## src/hdl/assert_macros.svh

```systemverilog
// assertion macros shared by the shortest path block
`ifndef ASSERT_MACROS_SVH
`define ASSERT_MACROS_SVH

// property that must hold at every clock edge out of reset
`define ASSERT_ALWAYS(label, clk, rst, expr) \
   label: assert property (@(posedge clk) disable iff (rst) (expr)) \
      else $error("assertion failed");

// same-cycle implication
`define ASSERT_IMPLIES(label, clk, rst, ante, cons) \
   label: assert property (@(posedge clk) disable iff (rst) (ante) |-> (cons)) \
      else $error("assertion failed");

// next-cycle implication
`define ASSERT_NEXT(label, clk, rst, ante, cons) \
   label: assert property (@(posedge clk) disable iff (rst) (ante) |=> (cons)) \
      else $error("assertion failed");

`endif

```

## src/hdl/ddsp_pkg.sv

```systemverilog
// shared types and constants of the dense shortest path block
`timescale 1ns / 1ps

package ddsp_pkg;

   // default sizes
   localparam int MAX_VERTICES_DEF = 32;
   localparam int WEIGHT_BITS_DEF  = 16;

   // fixed field widths of the ports
   localparam int VERTEX_W    = 5;
   localparam int WEIGHT_IN_W = 16;
   localparam int DIST_OUT_W  = 21;
   localparam int COUNT_W     = 6;

   // vertex count after reset
   localparam logic [COUNT_W-1:0] VCOUNT_RESET = 6'd32;

   // sweep phase selected by the controller
   typedef enum logic [1:0] {
      PH_INIT  = 2'd0,
      PH_SCAN  = 2'd1,
      PH_RELAX = 2'd2,
      PH_EMIT  = 2'd3
   } phase_type;

   // controller to datapath commands
   typedef struct packed {
      logic      load;
      logic      start;
      logic      sweep;
      phase_type phase;
      logic      pick;
      logic      emit_rd;
      logic      emit_ld;
      logic      emit_next;
      logic      fail_ld;
   } ddsp_cmd_type;

   // datapath to controller status
   typedef struct packed {
      logic req_op;
      logic src_bad;
      logic sweep_done;
      logic found;
      logic rounds_done;
      logic rsp_taken;
      logic rsp_last;
   } ddsp_status_type;

endpackage

```

## src/hdl/ddsp_ctrl.sv

```systemverilog
// controller state machine sequencing init, scan, relax and emit sweeps
`timescale 1ns / 1ps
`include "assert_macros.svh"

module ddsp_ctrl
   import ddsp_pkg::*;
(
   input  logic            clock,
   input  logic            reset,
   input  logic            req_valid,
   output logic            req_ready,
   input  ddsp_status_type status,
   output ddsp_cmd_type    cmd
);

   typedef enum logic [8:0] {
      ST_IDLE      = 9'b000000001,
      ST_INIT      = 9'b000000010,
      ST_SCAN      = 9'b000000100,
      ST_PICK      = 9'b000001000,
      ST_RELAX     = 9'b000010000,
      ST_EMIT_RD   = 9'b000100000,
      ST_EMIT_LD   = 9'b001000000,
      ST_EMIT_WAIT = 9'b010000000,
      ST_FAIL      = 9'b100000000
   } state_type;

   state_type state_ff;
   state_type state_in;

   // next state and commands
   always_comb begin
      state_in  = state_ff;
      cmd       = '0;
      cmd.phase = PH_INIT;
      req_ready = 1'b0;
      case (state_ff)
         ST_IDLE: begin
            req_ready = 1'b1;
            if (req_valid) begin
               if (!status.req_op) begin
                  cmd.load = 1'b1;
               end else begin
                  cmd.start = 1'b1;
                  state_in  = status.src_bad ? ST_FAIL : ST_INIT;
               end
            end
         end
         ST_INIT: begin
            cmd.sweep = 1'b1;
            cmd.phase = PH_INIT;
            if (status.sweep_done) begin
               state_in = status.rounds_done ? ST_EMIT_RD : ST_SCAN;
            end
         end
         ST_SCAN: begin
            cmd.sweep = 1'b1;
            cmd.phase = PH_SCAN;
            if (status.sweep_done) begin
               state_in = ST_PICK;
            end
         end
         ST_PICK: begin
            if (status.found) begin
               cmd.pick = 1'b1;
               state_in = ST_RELAX;
            end else begin
               cmd.fail_ld = 1'b1;
               state_in    = ST_EMIT_WAIT;
            end
         end
         ST_RELAX: begin
            cmd.sweep = 1'b1;
            cmd.phase = PH_RELAX;
            if (status.sweep_done) begin
               state_in = status.rounds_done ? ST_EMIT_RD : ST_SCAN;
            end
         end
         ST_EMIT_RD: begin
            cmd.emit_rd = 1'b1;
            cmd.phase   = PH_EMIT;
            state_in    = ST_EMIT_LD;
         end
         ST_EMIT_LD: begin
            cmd.emit_ld = 1'b1;
            cmd.phase   = PH_EMIT;
            state_in    = ST_EMIT_WAIT;
         end
         ST_EMIT_WAIT: begin
            cmd.phase = PH_EMIT;
            if (status.rsp_taken) begin
               if (status.rsp_last) begin
                  state_in = ST_IDLE;
               end else begin
                  cmd.emit_next = 1'b1;
                  state_in      = ST_EMIT_RD;
               end
            end
         end
         ST_FAIL: begin
            cmd.fail_ld = 1'b1;
            state_in    = ST_EMIT_WAIT;
         end
         default: begin
            state_in = ST_IDLE;
         end
      endcase
   end

   // state register
   always_ff @(posedge clock) begin
      if (reset) begin
         state_ff <= ST_IDLE;
      end else begin
         state_ff <= state_in;
      end
   end

   `ASSERT_NEXT(a_start_to_init, clock, reset, req_valid && req_ready && status.req_op && !status.src_bad, state_ff == ST_INIT)
   `ASSERT_NEXT(a_last_to_idle, clock, reset, state_ff == ST_EMIT_WAIT && status.rsp_taken && status.rsp_last, state_ff == ST_IDLE)
   `ASSERT_NEXT(a_lost_to_fail, clock, reset, state_ff == ST_PICK && !status.found, state_ff == ST_EMIT_WAIT)

endmodule

```

## config.mk

```make
export PLATFORM = sky130hd
export DESIGN_NAME = ddsp_ctrl
export DESIGN_NICKNAME = d
export VERILOG_FILES = /design/src/hdl/ddsp_pkg.sv /design/src/hdl/ddsp_ctrl.sv
export VERILOG_INCLUDE_DIRS = /design/src /design/src/hdl
export SDC_FILE = /design/constraint.sdc
export NUM_CORES = 1
export LEC_CHECK = 0
export ABC_AREA = 0
export BUFFER_PORTS_ARGS = -buffer_cell sky130_fd_sc_hd__clkbuf_2
export CAP_MARGIN = 5
export CELL_PAD_IN_SITES_DETAIL_PLACEMENT = 0
export CELL_PAD_IN_SITES_GLOBAL_PLACEMENT = 1
export CORE_MARGIN = 8
export CORE_UTILIZATION = 30
export DETAILED_ROUTE_END_ITERATION = 16
export PLACE_DENSITY_LB_ADDON = 0.1
export SYNTH_ARGS = -nofsm -noshare
export SYNTH_HDL_FRONTEND = slang
export SYNTH_SLANG_ARGS = --single-unit
```

## constraint.sdc

```tcl
create_clock -name clock -period 2.05 [get_ports clock]
set_input_delay 0.1025 -clock clock [delete_from_list [all_inputs] [get_ports clock]]
set_output_delay 0.1025 -clock clock [all_outputs]
set_load 0.02 [all_outputs]
```

==> metrics.cfg <==
[final_layout]
number_of_filler_cells_placed_in_the_layout = 262
register_bank_with_the_most_flops = state_ff
register_area_sq_um = 180.2
synth_to_final_area_change_pct = 15.30
layout.nets = 118
share_of_cells_above_drive_strength_1_pct = 28.04
antenna_cells = 0
registers_with_the_highest_flip_flop_counts = state_ff (9)
multiInputGateArea_sq_um = 473.0
number_of_flip_flops_under_the_largest_register_name = 9
finalNonFillerCells = 135

[setup_path]
critPathTopFamily = simple AND/OR/NAND/NOR gates
worst-endpoint-arrival_ps = 1780
required_time_of_the_critical_path_ps = 1950
crit_chain = nor3_1 -> nand3_1 -> inv_1 -> and3_1 -> clkbuf_2
critical_path_depth = 5
crit_path_max_incr_delay_ps = 430
cp-end-kind = primary output
slowest_stage_cell_cp = sky130_fd_sc_hd__nor3_1
r2r_cells = 5
setup.worst_path.start_class = flip-flop
crit_buf_inv = 2
crit_path_max_fanout = 9
timing.setup.critical_path_class = reg -> out

[route]
post_drt_via_cell_ratio = 4.978
detail_route.drc_violations = 0
via_count = 672
number_of_iterations_in_the_first_detailed_routing_pass = 2
routedWlPerCell_um = 13.25
postRouteWirelength_um = 1789
postRouteAntennaNets = 0
initialDrtViolationCount = 12

[sta]
finalHoldViolCount = 0
tns_ps = 0
setup_viol = 0
hold_slack_ps = 57.71
max_clock_freq_mhz = 530.6
timing_worst_slew_pin_value_ps = 442.3
rsz0062_at_grt = no
final.setup_skew_ps = 2.414
post-route-period-util_pct = 91.94
timing.slew.headroom_pct = 70.29
timing_max_transition_violations_final = 0
timing.final.crit_period_ps = 1885

[yosys]
syn_nets = 99
most_used_standard_cell_by_instance_count_after_synthesis = sky130_fd_sc_hd__nor2_1
synth_cells = 89
yosys-top-cells-area = sky130_fd_sc_hd__dfxtp_1 25%, sky130_fd_sc_hd__nor2_1 7.8%, sky130_fd_sc_hd__o21ai_0 4.9%
mappedNetlistArea_sq_um = 719.4
synth.lib_cells_used.distinct = 33
synth_largest_area_cell = sky130_fd_sc_hd__dfxtp_1
dominantRegCellSynth = sky130_fd_sc_hd__dfxtp_1
yosysWarnings = 0
synth-async-reset-ratio_pct = 0
synthesis.area_per_instance_sq_um = 8.084
netlist.area_leader.share_pct = 25.04
yosysSeqAreaShare_pct = 25.04
synth-seq-cells = 9
edff_count_synth = 0
post_synth_most_frequent_cells = 15 x sky130_fd_sc_hd__nor2_1, 9 x sky130_fd_sc_hd__dfxtp_1, 7 x sky130_fd_sc_hd__nand2_1, 7 x sky130_fd_sc_hd__o21ai_0, 5 x sky130_fd_sc_hd__a21oi_1

[place]
numPlacedInstances = 131
buffer_ports.inserted = 20
place.detailed.hpwl_um = 1515
place.gp.congestion = 0.7531

[clocking]
ctsLongestPathBuffers = 2
clock_tree_from_tritoncts = done
numCtsBuffers = 3
postCtsSetupBuffers = 0
insertion_delay_ps = 250
root_buffer = sky130_fd_sc_hd__clkbuf_4
cts_repair_resize_count = 0
clkTransAtPathRegs_ps = 60
htree_num_levels = 1
cts_hold_buffers = 0
cts_num_sinks = 9

[floorplanning]
die_h_um = 64.97
ios = 21
design.core.area_sq_um = 2233
row_count = 17
dieWidth_um = 64.97
floorplan.initialDensity_pct = 32.21
floorplan.die_area_sq_um = 4221

[grt]
grt_pass1_vias = 669
grt_first_pass_wirelength_um = 2953
antenna_violations_before_repair = 0
grt_util_all_layers_pct = 8.572
gr-total-overflow = 0
pin_count_of_the_biggest_net_entering_global_routing = 11

[power_and_ir_drop]
leak_nw = 0.3433
pwr-share-seq_pct = 32.5
sw_frac_of_total_pct = 43.82
power_switching_mw = 0.3286
p_clk_share_pct = 17.7
combPwrFrac_pct = 49.8
power.internal_mw = 0.4212
ir_worst_vdd_mv = 0.4804
power.density_nw_per_um2 = 904.0

[run_status]
run_status = finished, final reports clean

[min_path]
holdPathStages = 3
min-delay-path-class = in -> reg

[job]
max_cap_violations = 0

[cell usage in the layout, fill, tap and decap left out, types with 2 or more instances in the layout]
master                     instances
sky130_fd_sc_hd__clkbuf_2         20
sky130_fd_sc_hd__nor2_1           15
sky130_fd_sc_hd__dfxtp_1           9
sky130_fd_sc_hd__nand2_1           7
sky130_fd_sc_hd__o21ai_0           7
sky130_fd_sc_hd__a21oi_1           5
sky130_fd_sc_hd__nor3_1            4
sky130_fd_sc_hd__inv_1             4
sky130_fd_sc_hd__nand4_1           4
sky130_fd_sc_hd__nor3b_1           3
sky130_fd_sc_hd__xor2_1            3
sky130_fd_sc_hd__clkbuf_4          3
sky130_fd_sc_hd__and3_1            2
sky130_fd_sc_hd__mux2i_1           2
[tightest hold or removal path, cell delays in order]
cell and delay, ps:
sky130_fd_sc_hd__clkbuf_2 90, sky130_fd_sc_hd__nand2_1 50, sky130_fd_sc_hd__nor2_1 30
[power groups by stage]
stage                     clock, mW  sequential (mW)  combinational [mW]
after global routing          0.143            0.248               0.416
after floorplan                   0            0.221               0.319
after CTS                     0.135            0.244               0.378
final                         0.132            0.244               0.373
after detailed placement          0            0.248               0.375
after global placement            0            0.250               0.379
[through the flow]
stage	setup slack [ps]	cell area [sq um]	total power [mW]	util (%)
after floorplan	341.8	719.4	0.5403	-
after global placement	294.1	803.3	0.6289	35.97
after detailed placement	307.4	803.3	0.6229	35.97
after CTS	151.1	829.5	0.7563	37.14
after global routing	8.046	829.5	0.8068	37.14
final	165.2	829.5	0.7499	37.14
[cell type report]
class	instances	share of cell area (%)
Multi-Input combinational cell	70	57.01
Timing Repair Buffer	20	12.07
Tap cell	28	4.223
Sequential cell	9	21.72
Inverter	4	1.810
Clock buffer	4	3.167
[layer usage]
layer	GRT usage (%)	routed length, um	share of wire (%)	up-vias
li1	-	-	-	353
met1	10.55	889	50	297
met2	13.04	778	43	18
met3	2.577	93	5.2	4
met4	4.632	27	1.5	0
met5	0	0	0	-
[worst paths after layout]
| kind | from | to | slack, ps |
|---|---|---|---|
| worst max-delay path | state_ff[2] | cmd[8] | 170 |
| worst min-delay path | status[5] | state_ff[8] | 60 |
| worst max register to register | state_ff[4] | state_ff[1] | 310 |
| worst min register to register | state_ff[1] | state_ff[1] | 600 |
[logic make-up (layout without fill, tap and decap cells)]
group,after synthesis,count (layout),synth area share (%)
flops,9,9,25.04
buf+inv,10,28,9.217
mux,2,2,2.783
compound gates,16,16,17.57
simple gates,48,48,40.52
xor+xnor,4,4,4.870
No activity file was read; power rests on OpenSTA's default activity.
